### config.mk
export PLATFORM = sky130hd
export DESIGN_NAME = turn_signal_qualifier_wipe
export DESIGN_NICKNAME = d
export VERILOG_FILES = /design/src/tsqw_pkg.sv /design/src/tsqw_debounce.sv /design/src/tsqw_qualify.sv /design/src/tsqw_wipe.sv /design/src/turn_signal_qualifier_wipe.sv
export SDC_FILE = /design/constraint.sdc
export NUM_CORES = 1
export LEC_CHECK = 0
export BUFFER_PORTS_ARGS = -buffer_cell sky130_fd_sc_hd__buf_4
export CORE_MARGIN = 1
export CORE_UTILIZATION = 38
export CTS_BUF_LIST = sky130_fd_sc_hd__clkbuf_8 sky130_fd_sc_hd__clkbuf_16
export DETAILED_ROUTE_END_ITERATION = 12
export PLACE_DENSITY_LB_ADDON = 0.08
export SLEW_MARGIN = 30
export SYNTH_ARGS = -nofsm -noshare
export SYNTH_HDL_FRONTEND = slang
export SYNTH_SLANG_ARGS = --single-unit
### constraint.sdc
create_clock -name clk_i -period 10.1 [get_ports clk_i]
set_clock_uncertainty 0.05 [all_clocks]
set_input_delay 2.525 -clock clk_i [delete_from_list [all_inputs] [get_ports clk_i]]
set_output_delay 2.525 -clock clk_i [all_outputs]
set_load 0.01 [all_outputs]
### src/tsqw_pkg.sv
// shared types, register indexes and reset values for the turn signal qualifier
`timescale 1ns / 1ps
package tsqw_pkg;

  localparam int unsigned MAX_WIPE_DEF   = 64;
  localparam int unsigned TIMER_BITS_DEF = 16;

  localparam int unsigned CFG_W     = 16;
  localparam int unsigned CFG_IDX_W = 3;
  localparam int unsigned LEN_CFG_W = 7;
  localparam int unsigned IN_W      = 8;
  localparam int unsigned NUM_WIRES = 4;

  // wire positions in the input request
  localparam int unsigned WIRE_HEAD  = 0;
  localparam int unsigned WIRE_BRAKE = 1;
  localparam int unsigned WIRE_LEFT  = 2;
  localparam int unsigned WIRE_RIGHT = 3;

  typedef enum logic [CFG_IDX_W-1:0] {
    REG_DEBOUNCE,
    REG_RETURN_DELAY,
    REG_HAZARD_WINDOW,
    REG_FLASH_PERIOD,
    REG_WIPE_STEP,
    REG_EXIT_STYLE,
    REG_HOLD_PATTERN,
    REG_WIPE_LENGTH
  } cfg_reg_e;

  typedef enum logic [1:0] {
    KIND_NONE,
    KIND_LEFT,
    KIND_RIGHT,
    KIND_HAZARD
  } signal_kind_e;

  typedef enum logic [1:0] {
    PHASE_IDLE,
    PHASE_IN,
    PHASE_OUT
  } wipe_phase_e;

  localparam logic [1:0] EXIT_REVERSE = 2'd0;
  localparam logic [1:0] EXIT_PUSH    = 2'd1;
  localparam logic [1:0] EXIT_BLANK   = 2'd2;

  localparam logic [CFG_W-1:0]     DEBOUNCE_RST      = 16'd50;
  localparam logic [CFG_W-1:0]     RETURN_DELAY_RST  = 16'd500;
  localparam logic [CFG_W-1:0]     HAZARD_WINDOW_RST = 16'd50;
  localparam logic [CFG_W-1:0]     FLASH_PERIOD_RST  = 16'd25;
  localparam logic [CFG_W-1:0]     WIPE_STEP_RST     = 16'd10;
  localparam logic [1:0]           EXIT_STYLE_RST    = EXIT_PUSH;
  localparam logic                 HOLD_PATTERN_RST  = 1'b0;
  localparam logic [LEN_CFG_W-1:0] WIPE_LENGTH_RST   = 7'd10;

  // turn status handed from the qualifier to the wipe sequencer
  typedef struct packed {
    signal_kind_e kind;
    logic         rise;
    logic         fall;
    logic         active;
  } turn_info_t;

  // result word, lowest field in the lowest bits
  typedef struct packed {
    logic                 show_full;
    logic [6:0]           draw_past;
    logic [6:0]           draw_first;
    wipe_phase_e          wipe_phase;
    logic                 flash_on;
    logic                 mode_changed;
    logic                 tail_mode;
    signal_kind_e         signal_kind;
    logic                 brake_level;
    logic                 head_level;
  } lamp_result_t;

endpackage

### src/tsqw_debounce.sv
// debounce timer for one lamp wire
`timescale 1ns / 1ps
module tsqw_debounce import tsqw_pkg::*; #(
  parameter int unsigned TIMER_BITS = TIMER_BITS_DEF
) (
  input  logic             clk_i,
  input  logic             rst_ni,
  input  logic             en_i,
  input  logic             raw_i,
  input  logic [CFG_W-1:0] debounce_i,
  output logic             level_o
);

  localparam int unsigned CMP_W = (TIMER_BITS > CFG_W) ? TIMER_BITS : CFG_W;

  logic                  cand_q, cand_d;
  logic                  level_q, level_d;
  logic [TIMER_BITS-1:0] timer_q, timer_d;

  always_comb begin
    cand_d = raw_i;
    if (raw_i != cand_q) begin
      timer_d = '0;
    end else if (&timer_q) begin
      timer_d = timer_q;
    end else begin
      timer_d = timer_q + TIMER_BITS'(1);
    end
    level_d = (CMP_W'(timer_d) >= CMP_W'(debounce_i)) ? cand_d : level_q;
  end

  always_ff @(posedge clk_i or negedge rst_ni) begin
    if (!rst_ni) begin
      cand_q  <= 1'b0;
      level_q <= 1'b0;
      timer_q <= '0;
    end else if (en_i) begin
      cand_q  <= cand_d;
      level_q <= level_d;
      timer_q <= timer_d;
    end
  end

  assign level_o = level_d;

endmodule

### src/tsqw_qualify.sv
// turn signal classification, tail mode and brake flash
`timescale 1ns / 1ps
module tsqw_qualify import tsqw_pkg::*; #(
  parameter int unsigned TIMER_BITS = TIMER_BITS_DEF
) (
  input  logic             clk_i,
  input  logic             rst_ni,
  input  logic             en_i,
  input  logic             head_i,
  input  logic             brake_i,
  input  logic             left_i,
  input  logic             right_i,
  input  logic [CFG_W-1:0] return_delay_i,
  input  logic [CFG_W-1:0] hazard_window_i,
  input  logic [CFG_W-1:0] flash_period_i,
  output logic             mode_changed_o,
  output logic             flash_o,
  output turn_info_t       turn_o
);

  localparam int unsigned CMP_W = (TIMER_BITS > CFG_W) ? TIMER_BITS : CFG_W;

  function automatic logic [TIMER_BITS-1:0] sat_inc(input logic [TIMER_BITS-1:0] v);
    return (&v) ? v : v + TIMER_BITS'(1);
  endfunction

  logic [1:0]            prior_q, prior_d;
  logic [TIMER_BITS-1:0] since_start_q, since_start_d;
  logic [TIMER_BITS-1:0] since_fall_q, since_fall_d;
  logic [TIMER_BITS-1:0] since_flash_q, since_flash_d;
  logic                  window_q, window_d;
  signal_kind_e          kind_q, kind_d;
  logic                  tail_q;
  logic                  flash_q, flash_d;
  logic                  blink_now, blink_before, rise, fall;

  assign blink_now    = left_i | right_i;
  assign blink_before = |prior_q;
  assign rise         = blink_now & ~blink_before;
  assign fall         = blink_before & ~blink_now;
  assign prior_d      = {right_i, left_i};

  always_comb begin
    since_start_d = rise ? '0 : sat_inc(since_start_q);
    since_fall_d  = fall ? '0 : sat_inc(since_fall_q);
    window_d      = window_q | rise;
    kind_d        = kind_q;
    // classify when the hazard window closes, keep the kind if both turns dropped
    if (window_d && (CMP_W'(since_start_d) >= CMP_W'(hazard_window_i))) begin
      window_d = 1'b0;
      priority if (left_i && right_i) begin
        kind_d = KIND_HAZARD;
      end else if (left_i) begin
        kind_d = KIND_LEFT;
      end else if (right_i) begin
        kind_d = KIND_RIGHT;
      end else begin
        kind_d = kind_q;
      end
    end
    if (!blink_now && (CMP_W'(since_fall_d) >= CMP_W'(return_delay_i))) begin
      kind_d   = KIND_NONE;
      window_d = 1'b0;
    end
  end

  always_comb begin
    since_flash_d = sat_inc(since_flash_q);
    flash_d       = flash_q;
    if (brake_i) begin
      if (CMP_W'(since_flash_d) >= CMP_W'(flash_period_i)) begin
        flash_d       = ~flash_q;
        since_flash_d = '0;
      end
    end else begin
      flash_d = 1'b0;
    end
  end

  always_ff @(posedge clk_i or negedge rst_ni) begin
    if (!rst_ni) begin
      prior_q       <= '0;
      since_start_q <= '0;
      since_fall_q  <= '1;
      since_flash_q <= '0;
      window_q      <= 1'b0;
      kind_q        <= KIND_NONE;
      tail_q        <= 1'b0;
      flash_q       <= 1'b0;
    end else if (en_i) begin
      prior_q       <= prior_d;
      since_start_q <= since_start_d;
      since_fall_q  <= since_fall_d;
      since_flash_q <= since_flash_d;
      window_q      <= window_d;
      kind_q        <= kind_d;
      tail_q        <= head_i;
      flash_q       <= flash_d;
    end
  end

  assign mode_changed_o = head_i ^ tail_q;
  assign flash_o        = flash_d;
  assign turn_o.kind    = kind_d;
  assign turn_o.rise    = rise;
  assign turn_o.fall    = fall;
  assign turn_o.active  = blink_now;

endmodule

### src/tsqw_wipe.sv
// column wipe sequencer and draw range
`timescale 1ns / 1ps
module tsqw_wipe import tsqw_pkg::*; #(
  parameter int unsigned MAX_WIPE   = MAX_WIPE_DEF,
  parameter int unsigned TIMER_BITS = TIMER_BITS_DEF
) (
  input  logic                 clk_i,
  input  logic                 rst_ni,
  input  logic                 en_i,
  input  turn_info_t           turn_i,
  input  logic [CFG_W-1:0]     wipe_step_i,
  input  logic [1:0]           exit_style_i,
  input  logic                 hold_i,
  input  logic [LEN_CFG_W-1:0] wipe_length_i,
  output wipe_phase_e          phase_o,
  output logic [6:0]           draw_first_o,
  output logic [6:0]           draw_past_o,
  output logic                 show_full_o
);

  localparam int unsigned CMP_W = (TIMER_BITS > CFG_W) ? TIMER_BITS : CFG_W;
  localparam int unsigned COL_W = $clog2(MAX_WIPE + 1);
  localparam int unsigned LEN_W = (COL_W > LEN_CFG_W) ? COL_W : LEN_CFG_W;

  function automatic logic [TIMER_BITS-1:0] sat_inc(input logic [TIMER_BITS-1:0] v);
    return (&v) ? v : v + TIMER_BITS'(1);
  endfunction

  logic [1:0]            req_q, req_d;
  wipe_phase_e           mode_q, mode_d;
  logic [COL_W-1:0]      col_q, col_d;
  logic [TIMER_BITS-1:0] step_q, step_d;
  signal_kind_e          kind_before_q;
  logic [LEN_W-1:0]      len_x, len_sat;
  logic [COL_W-1:0]      w;
  logic [COL_W-1:0]      first, past;
  logic                  full;

  // pattern length saturated into one..MAX_WIPE
  assign len_x   = LEN_W'(wipe_length_i);
  assign len_sat = (len_x == '0) ? LEN_W'(1) :
                   (len_x > LEN_W'(MAX_WIPE)) ? LEN_W'(MAX_WIPE) : len_x;
  assign w       = COL_W'(len_sat);

  // next state
  always_comb begin
    req_d  = req_q | {turn_i.fall & ~hold_i, turn_i.rise};
    mode_d = mode_q;
    col_d  = col_q;
    step_d = sat_inc(step_q);
    if (turn_i.kind != KIND_NONE) begin
      if (turn_i.kind != kind_before_q) begin
        col_d  = '0;
        mode_d = PHASE_IN;
        req_d  = '0;
      end
      if (req_d[0]) begin
        col_d    = '0;
        mode_d   = PHASE_IN;
        req_d[0] = 1'b0;
      end
      if (req_d[1] && !hold_i) begin
        mode_d = PHASE_OUT;
        col_d  = (exit_style_i == EXIT_REVERSE) ? w : '0;
      end
      req_d[1] = 1'b0;
      if (turn_i.kind != KIND_HAZARD) begin
        if (CMP_W'(step_d) >= CMP_W'(wipe_step_i)) begin
          step_d = '0;
          unique case (mode_d)
            PHASE_IN: begin
              if (col_d < w) col_d = col_d + COL_W'(1);
              else mode_d = PHASE_IDLE;
            end
            PHASE_OUT: begin
              priority if (exit_style_i == EXIT_REVERSE) begin
                if (col_d != '0) col_d = col_d - COL_W'(1);
                else mode_d = PHASE_IDLE;
              end else if (exit_style_i == EXIT_PUSH) begin
                if (col_d < w) begin
                  col_d = col_d + COL_W'(1);
                end else begin
                  col_d  = '0;
                  mode_d = PHASE_IDLE;
                end
              end else begin
                // hard blank, also for the unused style code
                col_d  = '0;
                mode_d = PHASE_IDLE;
              end
            end
            default: ;
          endcase
        end
        if (col_d > w) col_d = w;
      end
    end
  end

  // draw range
  always_comb begin
    first = '0;
    past  = '0;
    full  = 1'b0;
    if (turn_i.kind == KIND_HAZARD) begin
      if (turn_i.active) begin
        past = w;
        full = 1'b1;
      end
    end else if (turn_i.kind != KIND_NONE) begin
      unique case (mode_d)
        PHASE_IDLE: begin
          if (col_d == w) begin
            past = w;
            full = 1'b1;
          end
        end
        PHASE_OUT: begin
          if (exit_style_i == EXIT_PUSH) begin
            first = col_d;
            past  = w;
          end else begin
            past = col_d;
          end
        end
        default: past = col_d;
      endcase
    end
  end

  always_ff @(posedge clk_i or negedge rst_ni) begin
    if (!rst_ni) begin
      req_q         <= '0;
      mode_q        <= PHASE_IDLE;
      col_q         <= '0;
      step_q        <= '0;
      kind_before_q <= KIND_NONE;
    end else if (en_i) begin
      req_q         <= req_d;
      mode_q        <= mode_d;
      col_q         <= col_d;
      step_q        <= step_d;
      kind_before_q <= turn_i.kind;
    end
  end

  assign phase_o      = mode_d;
  assign draw_first_o = 7'(first);
  assign draw_past_o  = 7'(past);
  assign show_full_o  = full;

  // column never runs past the longest pattern
  a_col_bound: assert property (@(posedge clk_i) disable iff (!rst_ni)
    COL_W'(MAX_WIPE) >= col_q)
    else $error("wipe column beyond pattern limit");

endmodule

### src/turn_signal_qualifier_wipe.sv
// top level: config registers, wire debounce, qualifier, wipe and result register
`timescale 1ns / 1ps
// an accepted tick request's result reaches the master side in the cycle after it is taken
// throughput: one tick per cycle; the only stage is the result register, which
//   takes a new result whenever it is empty or being drained in the same cycle
// reset: asynchronous active-low; all timers, levels and sequencer state clear,
//   the return timer starts saturated, config registers load their defaults
module turn_signal_qualifier_wipe import tsqw_pkg::*; #(
  parameter int unsigned MAX_WIPE   = MAX_WIPE_DEF,
  parameter int unsigned TIMER_BITS = TIMER_BITS_DEF
) (
  input  logic                 clk_i,
  input  logic                 rst_ni,
  // config write port
  input  logic                 cfg_we_i,
  input  logic [CFG_IDX_W-1:0] cfg_idx_i,
  input  logic [CFG_W-1:0]     cfg_data_i,
  // tick requests
  input  logic                 s_axis_tvalid,
  output logic                 s_axis_tready,
  // [0] head_raw, [1] brake_raw, [2] left_raw, [3] right_raw, [7:4] zero
  input  logic [IN_W-1:0]      s_axis_tdata,
  // results
  output logic                 m_axis_tvalid,
  input  logic                 m_axis_tready,
  // [0] head_level, [1] brake_level, [3:2] signal_kind, [4] tail_mode,
  // [5] mode_changed, [6] flash_on, [8:7] wipe_phase, [15:9] draw_first,
  // [22:16] draw_past, [23] show_full
  output logic [$bits(lamp_result_t)-1:0] m_axis_tdata
);

  // config registers
  logic [CFG_W-1:0]     debounce_q, return_delay_q, hazard_window_q;
  logic [CFG_W-1:0]     flash_period_q, wipe_step_q;
  logic [1:0]           exit_style_q;
  logic                 hold_q;
  logic [LEN_CFG_W-1:0] wipe_length_q;

  always_ff @(posedge clk_i or negedge rst_ni) begin
    if (!rst_ni) begin
      debounce_q      <= DEBOUNCE_RST;
      return_delay_q  <= RETURN_DELAY_RST;
      hazard_window_q <= HAZARD_WINDOW_RST;
      flash_period_q  <= FLASH_PERIOD_RST;
      wipe_step_q     <= WIPE_STEP_RST;
      exit_style_q    <= EXIT_STYLE_RST;
      hold_q          <= HOLD_PATTERN_RST;
      wipe_length_q   <= WIPE_LENGTH_RST;
    end else if (cfg_we_i) begin
      unique case (cfg_reg_e'(cfg_idx_i))
        REG_DEBOUNCE:      debounce_q      <= cfg_data_i;
        REG_RETURN_DELAY:  return_delay_q  <= cfg_data_i;
        REG_HAZARD_WINDOW: hazard_window_q <= cfg_data_i;
        REG_FLASH_PERIOD:  flash_period_q  <= cfg_data_i;
        REG_WIPE_STEP:     wipe_step_q     <= cfg_data_i;
        REG_EXIT_STYLE:    exit_style_q    <= cfg_data_i[1:0];
        REG_HOLD_PATTERN:  hold_q          <= cfg_data_i[0];
        REG_WIPE_LENGTH:   wipe_length_q   <= cfg_data_i[LEN_CFG_W-1:0];
        default: ;
      endcase
    end
  end

  // handshake: a tick is taken whenever the result register can take its result
  logic         out_valid_q;
  lamp_result_t out_q, out_d;
  logic         tick;

  assign s_axis_tready = ~out_valid_q | m_axis_tready;
  assign tick          = s_axis_tvalid & s_axis_tready;

  // one debounce timer per wire
  logic [NUM_WIRES-1:0] level;

  for (genvar g = 0; g < NUM_WIRES; g++) begin : g_wire
    tsqw_debounce #(
      .TIMER_BITS(TIMER_BITS)
    ) u_debounce (
      .clk_i     (clk_i),
      .rst_ni    (rst_ni),
      .en_i      (tick),
      .raw_i     (s_axis_tdata[g]),
      .debounce_i(debounce_q),
      .level_o   (level[g])
    );
  end

  // turn classification, tail mode and brake flash
  turn_info_t turn;
  logic       mode_changed, flash_on;

  tsqw_qualify #(
    .TIMER_BITS(TIMER_BITS)
  ) u_qualify (
    .clk_i          (clk_i),
    .rst_ni         (rst_ni),
    .en_i           (tick),
    .head_i         (level[WIRE_HEAD]),
    .brake_i        (level[WIRE_BRAKE]),
    .left_i         (level[WIRE_LEFT]),
    .right_i        (level[WIRE_RIGHT]),
    .return_delay_i (return_delay_q),
    .hazard_window_i(hazard_window_q),
    .flash_period_i (flash_period_q),
    .mode_changed_o (mode_changed),
    .flash_o        (flash_on),
    .turn_o         (turn)
  );

  // column wipe
  wipe_phase_e phase;
  logic [6:0]  draw_first, draw_past;
  logic        show_full;

  tsqw_wipe #(
    .MAX_WIPE  (MAX_WIPE),
    .TIMER_BITS(TIMER_BITS)
  ) u_wipe (
    .clk_i        (clk_i),
    .rst_ni       (rst_ni),
    .en_i         (tick),
    .turn_i       (turn),
    .wipe_step_i  (wipe_step_q),
    .exit_style_i (exit_style_q),
    .hold_i       (hold_q),
    .wipe_length_i(wipe_length_q),
    .phase_o      (phase),
    .draw_first_o (draw_first),
    .draw_past_o  (draw_past),
    .show_full_o  (show_full)
  );

  always_comb begin
    out_d.head_level   = level[WIRE_HEAD];
    out_d.brake_level  = level[WIRE_BRAKE];
    out_d.signal_kind  = turn.kind;
    out_d.tail_mode    = level[WIRE_HEAD];
    out_d.mode_changed = mode_changed;
    out_d.flash_on     = flash_on;
    out_d.wipe_phase   = phase;
    out_d.draw_first   = draw_first;
    out_d.draw_past    = draw_past;
    out_d.show_full    = show_full;
  end

  // result register, payload needs no reset
  always_ff @(posedge clk_i or negedge rst_ni) begin
    if (!rst_ni) begin
      out_valid_q <= 1'b0;
    end else if (tick) begin
      out_valid_q <= 1'b1;
    end else if (m_axis_tready) begin
      out_valid_q <= 1'b0;
    end
  end

  always_ff @(posedge clk_i) begin
    if (tick) begin
      out_q <= out_d;
    end
  end

  assign m_axis_tvalid = out_valid_q;
  assign m_axis_tdata  = out_q;

  // an accepted tick always leaves a result behind
  a_tick_result: assert property (@(posedge clk_i) disable iff (!rst_ni)
    tick |=> out_valid_q)
    else $error("accepted tick produced no result");

  // full pattern means a non-empty range starting at column zero
  a_full_range: assert property (@(posedge clk_i) disable iff (!rst_ni)
    (out_valid_q && out_q.show_full) |-> (out_q.draw_first == '0 && out_q.draw_past != '0))
    else $error("show_full with a partial draw range");

  // flash only runs while the brake is held
  a_flash_brake: assert property (@(posedge clk_i) disable iff (!rst_ni)
    (out_valid_q && out_q.flash_on) |-> out_q.brake_level)
    else $error("brake flash lit with brake released");

endmodule
Yosys cells after proc, flatten, opt, wreduce, memory -nomap -nowiden. Cells that the tools add are included.

Input bits: 32. Flip-flop bits (word level): 267. Logic and storage cells: 208.

Order comparisons: 11. Reductions and logical operators: 31. Multiplexer cells: 79. $add $sub $neg: 10. Equal/unequal tests: 19. Bitwise logic cells: 17.

Operators with widths (number): 16-bit 2-to-1 mux (19); 7-bit 2-to-1 mux (23); 16-bit by 1-bit adder with 16-bit output, second input constant (8); 16-bit greater-or-equal comparator (8); 16-bit AND reduction (8); 2-bit 2-to-1 mux (19); 7-bit case mux with 2 select lines (2); 2-bit AND reduction (8); 1-bit 2-to-1 mux (15); 3-bit equality test, second input constant (4); 1-bit NOT (8); 7-bit by 1-bit adder with 7-bit output, second input constant (1); 7-bit equality test (1); 7-bit > comparator (1); 7-bit > comparator, second input constant (1); 7-bit logical NOT (1); 7-bit less-than comparator (1); 7-bit nonzero test (1); 7-bit by 1-bit subtractor with 7-bit output, second input constant (1); 2-bit equality test, second input constant (3); 3-bit by 2-bit equality test with 1-bit output, second input constant (2); 1-bit bitwise AND (4); 2-bit by 1-bit equality test with 1-bit output, second input constant (2); 1-bit logical AND (4); 14 further kinds (22).

Longest topological paths before layout.
Word-level depth: 35. Depth in mapped cells: 62. Mapped depth without buffers: 57.

Cells and area by module. Synthesis repeated with hierarchy kept, for this count alone.

Cell total of the unflattened synthesis: 2260. Area, all modules: 20209.4 µm².

By module, submodules not included: tsqw_qualify (cells an instance 638, times used 1, area each 5059.9 µm²); tsqw_debounce (g_wire[0].u_debounce ...) (cells an instance 207, times used 3, area each 1647.8 µm²); tsqw_wipe (cells an instance 567, times used 1, area each 4274.1 µm²); turn_signal_qualifier_wipe (cells an instance 228, times used 1, area each 4271.6 µm²); tsqw_debounce (g_wire[2].u_debounce) (cells an instance 206, times used 1, area each 1660.3 µm²).

Worst setup path after synthesis. Ideal clock, no wire load.

Kind: input -> register. Start point: input port s_axis_tdata[3]. End point: register out_q, in the netlist m_axis_tdata[22], data pin. Arrival: 12062 ps. Data required time: 9874 ps. Path buffers: 5. Library setup time: 176 ps. Setup slack: -2188 ps. Stages on the path: 49. Path through: xor2_1 -> clkbuf_1 -> nor2_1 -> ha_1 -> and2_1 -> a221oi_2 -> o21ai_2 -> a31oi_2 -> nor4bb_1 -> and2_1 -> clkbuf_1 -> clkbuf_1 -> nor2_1 -> ha_1 -> a211o_1 -> a21oi_1 -> o21ai_0 -> a211o_1 -> (+13 left out) -> nor2_1 -> o21ai_0 -> o21a_1 -> ha_1 -> a21oi_1 -> nor2b_1 -> o21ai_0 -> o21ai_0 -> nor2_1 -> nor2b_1 -> o22ai_2 -> and4_4 -> a2111oi_4 -> o2111ai_1 -> a2111oi_0 -> o211a_1 -> a21oi_2 -> o32ai_1.

Longest elaborated chain between the ends: 34. Elaborated cells on any way between the ends: 75. Those cells by class: 2 x add/sub; 5 x order compare; 8 x eq/ne; 45 x mux; 7 x bitwise; 8 x reduce/logical.

Ends and longest elaborated chain: start: declaration (RTL line turn_signal_qualifier_wipe.sv:22) `input logic [IN_W-1:0] s_axis_tdata,`; 1-bit inequality test (*) (RTL line tsqw_debounce.sv:22) `if (raw_i != cand_q) begin`; 16-bit 2-to-1 mux (*) (RTL line tsqw_debounce.sv:22); net g_wire[3].u_debounce.timer_d[7] (RTL line tsqw_debounce.sv:18) `logic [TIMER_BITS-1:0] timer_q, timer_d;`; 16-bit greater-or-equal comparator (*) (RTL line tsqw_debounce.sv:29) `level_d = (CMP_W'(timer_d) >= CMP_W'(debounce_i)) ? cand_d : level_q;`; 1-bit 2-to-1 mux (*) (RTL line tsqw_debounce.sv:29); 1-bit bitwise OR (*) (RTL line tsqw_qualify.sv:37) `assign blink_now = left_i | right_i;`; 1-bit NOT (*) (RTL line tsqw_qualify.sv:40) `assign fall = blink_before & ~blink_now;`; 1-bit bitwise AND (*) (RTL line tsqw_qualify.sv:40); (+1 left out); net u_qualify.since_fall_d[5] (RTL line tsqw_qualify.sv:29) `logic [TIMER_BITS-1:0] since_fall_q, since_fall_d;`; (+19 left out); 7-bit 2-to-1 mux (RTL line tsqw_wipe.sv:67) `if (turn_i.kind != KIND_HAZARD) begin`; 7-bit 2-to-1 mux (RTL line tsqw_wipe.sv:51) `if (turn_i.kind != KIND_NONE) begin`; 7-bit equality test (RTL line tsqw_wipe.sv:113) `if (col_d == w) begin`; 7-bit 2-to-1 mux (RTL line tsqw_wipe.sv:113); 7-bit case mux with 2 select lines (RTL line tsqw_wipe.sv:111) `unique case (mode_d)`; 7-bit 2-to-1 mux (RTL line tsqw_wipe.sv:110) `end else if (turn_i.kind != KIND_NONE) begin`; 7-bit 2-to-1 mux (*) (RTL line tsqw_wipe.sv:105) `if (turn_i.kind == KIND_HAZARD) begin`; net draw_past[6] (RTL line turn_signal_qualifier_wipe.sv:112) `logic [6:0] draw_first, draw_past;`; end signal: assignment (RTL line turn_signal_qualifier_wipe.sv:159) `out_q <= out_d;`; end: declaration (RTL line turn_signal_qualifier_wipe.sv:66) `lamp_result_t out_q, out_d;`.

The timed path passes the listed nets; every way through them passes the cells marked *. The select of a mux whose other input is x is not followed. A chain may end at the register's enable or synchronous reset.

Final worst setup path. Ends and elaborated chain as after synthesis.

==> flow_summary.yaml <==
layout:
  final_cell_mix: "nand2_1 (472), buf_4 (304), dfrtp_1 (206), nor2_1 (177), ha_1 (146)"
  nNetsFinal: 2664
  antenna_cells: 0
  final_common_cell: "nand2_1"
  final_area_mm2: 0.02336
  drive_gt1_frac: 0.2449
  syn2layout_area_growth_pct: 27.37
  fin_util: 0.4904
drt:
  drc_errors: 0
  routed_wl_um: 55530
  wire_per_inst_um: 17.81
  viasPerCell: 5.298
  postRouteAntennaNets: 0
  dr.pass1.iters: 5
  drtIter0Drc: 1016
  vias: 16519
logic_synthesis:
  netlist_instances: 2201
  synth_area_leader_cell: "dfrtp_1"
  synth.area.top_cells: "dfrtp_1 (28%), ha_1 (11%), nand2_1 (9.8%)"
  yosysSeqAreaShare: 0.3702
  syn_area_mm2: 0.01834
  synth_flop_cell: "dfrtp_1"
  synth_edf_count: 23
  ys_seq_elements: 265
  syn_nets: 2388
  yosysTopAreaCellShare: 0.2810
  yosysWarnings: 0
  yosysUniqueCellTypes: 95
  synth-async-reset-ratio: 0.9132
  synth.avg_cell_area_um2: 8.334
timing:
  hold_ws_ns: 0.4369
  fmax_mhz: 92.04
  worst_pin_slew_ns: 0.9269
  hold_viol: 0
  setup_slack_ns: -0.7645
  setup_violations: 20
  post-route-min-period_ns: 10.86
  fin_tns_setup_ns: -8.727
  drv_slew: 0
  rsz0062_at_grt: "yes"
  fin_crit_sh: 1.076
  slew_headroom: 0.3821
worst_setup_path:
  cp_slowest_cell: "a211o_1"
  worstPathMaxFanout: 6
  worst_r2r_endpoint: "m_axis_tdata[22]"
  crit_path_start_kind: "input port"
  path_class: "in -> reg"
  arrival_ns: 11.08
  cpMostUsedCell: "nor2_2"
  slowest_delay_ns: 0.37
  cp.required_ns: 10.32
  cp-end-kind: "flip-flop"
  ff2ff_path_depth: 61
  r2r-start: "g_wire[3].u_debounce.timer_q[3]"
  rrSetupSlack_ns: -0.42
floorplan:
  fp.dieW_um: 221.7
  core_mm2: 0.04765
  start_util: 0.3850
  ios: 58
  die_y_um: 221.7
  row_count: 80
  design.die.area_mm2: 0.04916
global_route:
  grt_pass1_wl_um: 88490
  grt_usage: 0.2260
  grt_pass1_vias: 16135
  grt_start_max_net_pins: 151
  antenna_found_initial: 1
  grt_overflow_total: 0
min_path:
  hold_path.class: "reg -> reg"
  min_to: "u_qualify.since_fall_q[9]"
  min_from: "u_qualify.since_fall_q[9]"
  holdPathStages: 2
clock_network:
  htreeDepth: 2
  clk_latency_ns: 0.57
  clk_pin_slew_ns: 0.06
  clockBufferDepth: 3
  cts_made_buffers: 36
  cts_tree: "yes"
  postCtsHoldBufs: 0
  cts.sinks: 265
  root_buffer: "clkbuf_16"
power:
  vdd_drop_max_mv: 0.1561
  p_leak_nw: 10.77
  powerDensity_mw_per_mm2: 262.4
status:
  run_status: "finished, violations left"
  violations: "negative setup slack"
placed_design:
  port_buffers: 53
  pre_cts_slack_ns: -1.901
  gp_congestion: 0.8948
  post-dp-hpwl_um: 39660
  place_area_mm2: 0.02127
run:
  drv_cap: 0
==> metal layers <==
layer,part of all wire,global-route usage
met5,0,0
met4,0.020,0.06564
met3,0.041,0.02862
met2,0.45,0.3654
met1,0.49,0.3156
==> stage by stage <==
stage          total power, mW  std cells
2_1_floorplan            3.174       2201
3_3_place_gp             4.281       3013
3_5_place_dp             4.331       3013
4_1_cts                  5.914       3099
5_1_grt                  6.537       3118
6_report                 6.132       3118
==> sequential cells by signal, indices dropped and copies added (netlist names), 4 cells and up <==
| register | cells |
|---|---|
| wipe_step_q | 16 |
| m_axis_tdata | 23 |
| u_wipe.col_q | 7 |
| u_wipe.step_q | 16 |
| u_qualify.since_start_q | 16 |
| g_wire.u_debounce.cand_q | 4 |
| wipe_length_q | 7 |
| u_qualify.since_flash_q | 16 |
| hazard_window_q | 16 |
| return_delay_q | 16 |
| debounce_q | 16 |
| flash_period_q | 16 |
| g_wire.u_debounce.timer_q | 64 |
| u_qualify.since_fall_q | 16 |
==> report_power, final <==
part	total [mW]	internal (mW)	switching [mW]	leakage (nW)
Combinational	3.32	1.55	1.78	6.86
Clock	1.32	0.800	0.517	0.620
Sequential	1.49	1.31	0.182	3.29
Total	6.13	3.65	2.48	10.8
==> kinds of logic (layout without fill, tap and decap cells) <==
group / after synthesis / in the layout / synth area share
AO/OA/AOI/OAI: 454 / 454 / 0.1639
XOR/XNOR: 91 / 91 / 0.04345
adder cells (fa/ha/maj): 155 / 155 / 0.1057
buffers and inverters: 205 / 507 / 0.04331
flip-flops: 265 / 265 / 0.3702
multiplexers: 63 / 63 / 0.03765
AND/OR/NAND/NOR: 968 / 968 / 0.2357
==> how the worst max path moves through the flow <==
stage	startpoint	to	slack, ns	cells after the start
floorplan	s_axis_tdata[3]	m_axis_tdata[22]	-0.77	51
global placement	s_axis_tdata[2]	m_axis_tdata[17]	-1.75	46
detailed placement	s_axis_tdata[2]	m_axis_tdata[22]	-1.90	45
CTS	s_axis_tdata[3]	m_axis_tdata[18]	-0.70	50
global route	s_axis_tdata[2]	m_axis_tdata[18]	-1.19	52
finish	s_axis_tdata[3]	m_axis_tdata[22]	-0.76	56
==> synth_stat cells, types with 37 or more instances <==
| cell | number |
|---|---|
| nand2_1 | 477 |
| dfrtp_1 | 206 |
| nor2_1 | 195 |
| ha_1 | 155 |
| o21ai_0 | 153 |
| inv_1 | 115 |
| a21oi_1 | 86 |
| clkbuf_1 | 71 |
| nand3_1 | 66 |
| xor2_1 | 54 |
| mux2_2 | 48 |
| nor3_1 | 40 |
| xnor2_1 | 37 |
==> final cells by class <==
| type | count | area [um2] |
|---|---|---|
| fillers | 4566 | 24280 |
| clock buffers | 44 | 1022 |
| clock inverters | 20 | 219.0 |
| well taps | 615 | 769.5 |
| multi-input cells | 1731 | 11510 |
| flip-flops and latches | 265 | 6792 |
| inverters | 119 | 449.2 |
| repair buffers | 324 | 2599 |
==> timing repair <==
action                     CTS  global route
setup endpoints to repair   22            22
pin swaps                   37            27
setup buffers               22            17
resized for setup           54            56
cloned                       0             2
==> critical path: cells and delay by family <==
family / cells / cell delay, ns
mux: 1 / 0.21
xor+xnor: 1 / 0.16
buf+inv: 11 / 1.34
fa+ha+maj: 5 / 1.03
compound gates: 21 / 3.46
simple gates: 17 / 2.34
No activity file was read; power rests on OpenSTA's default activity.
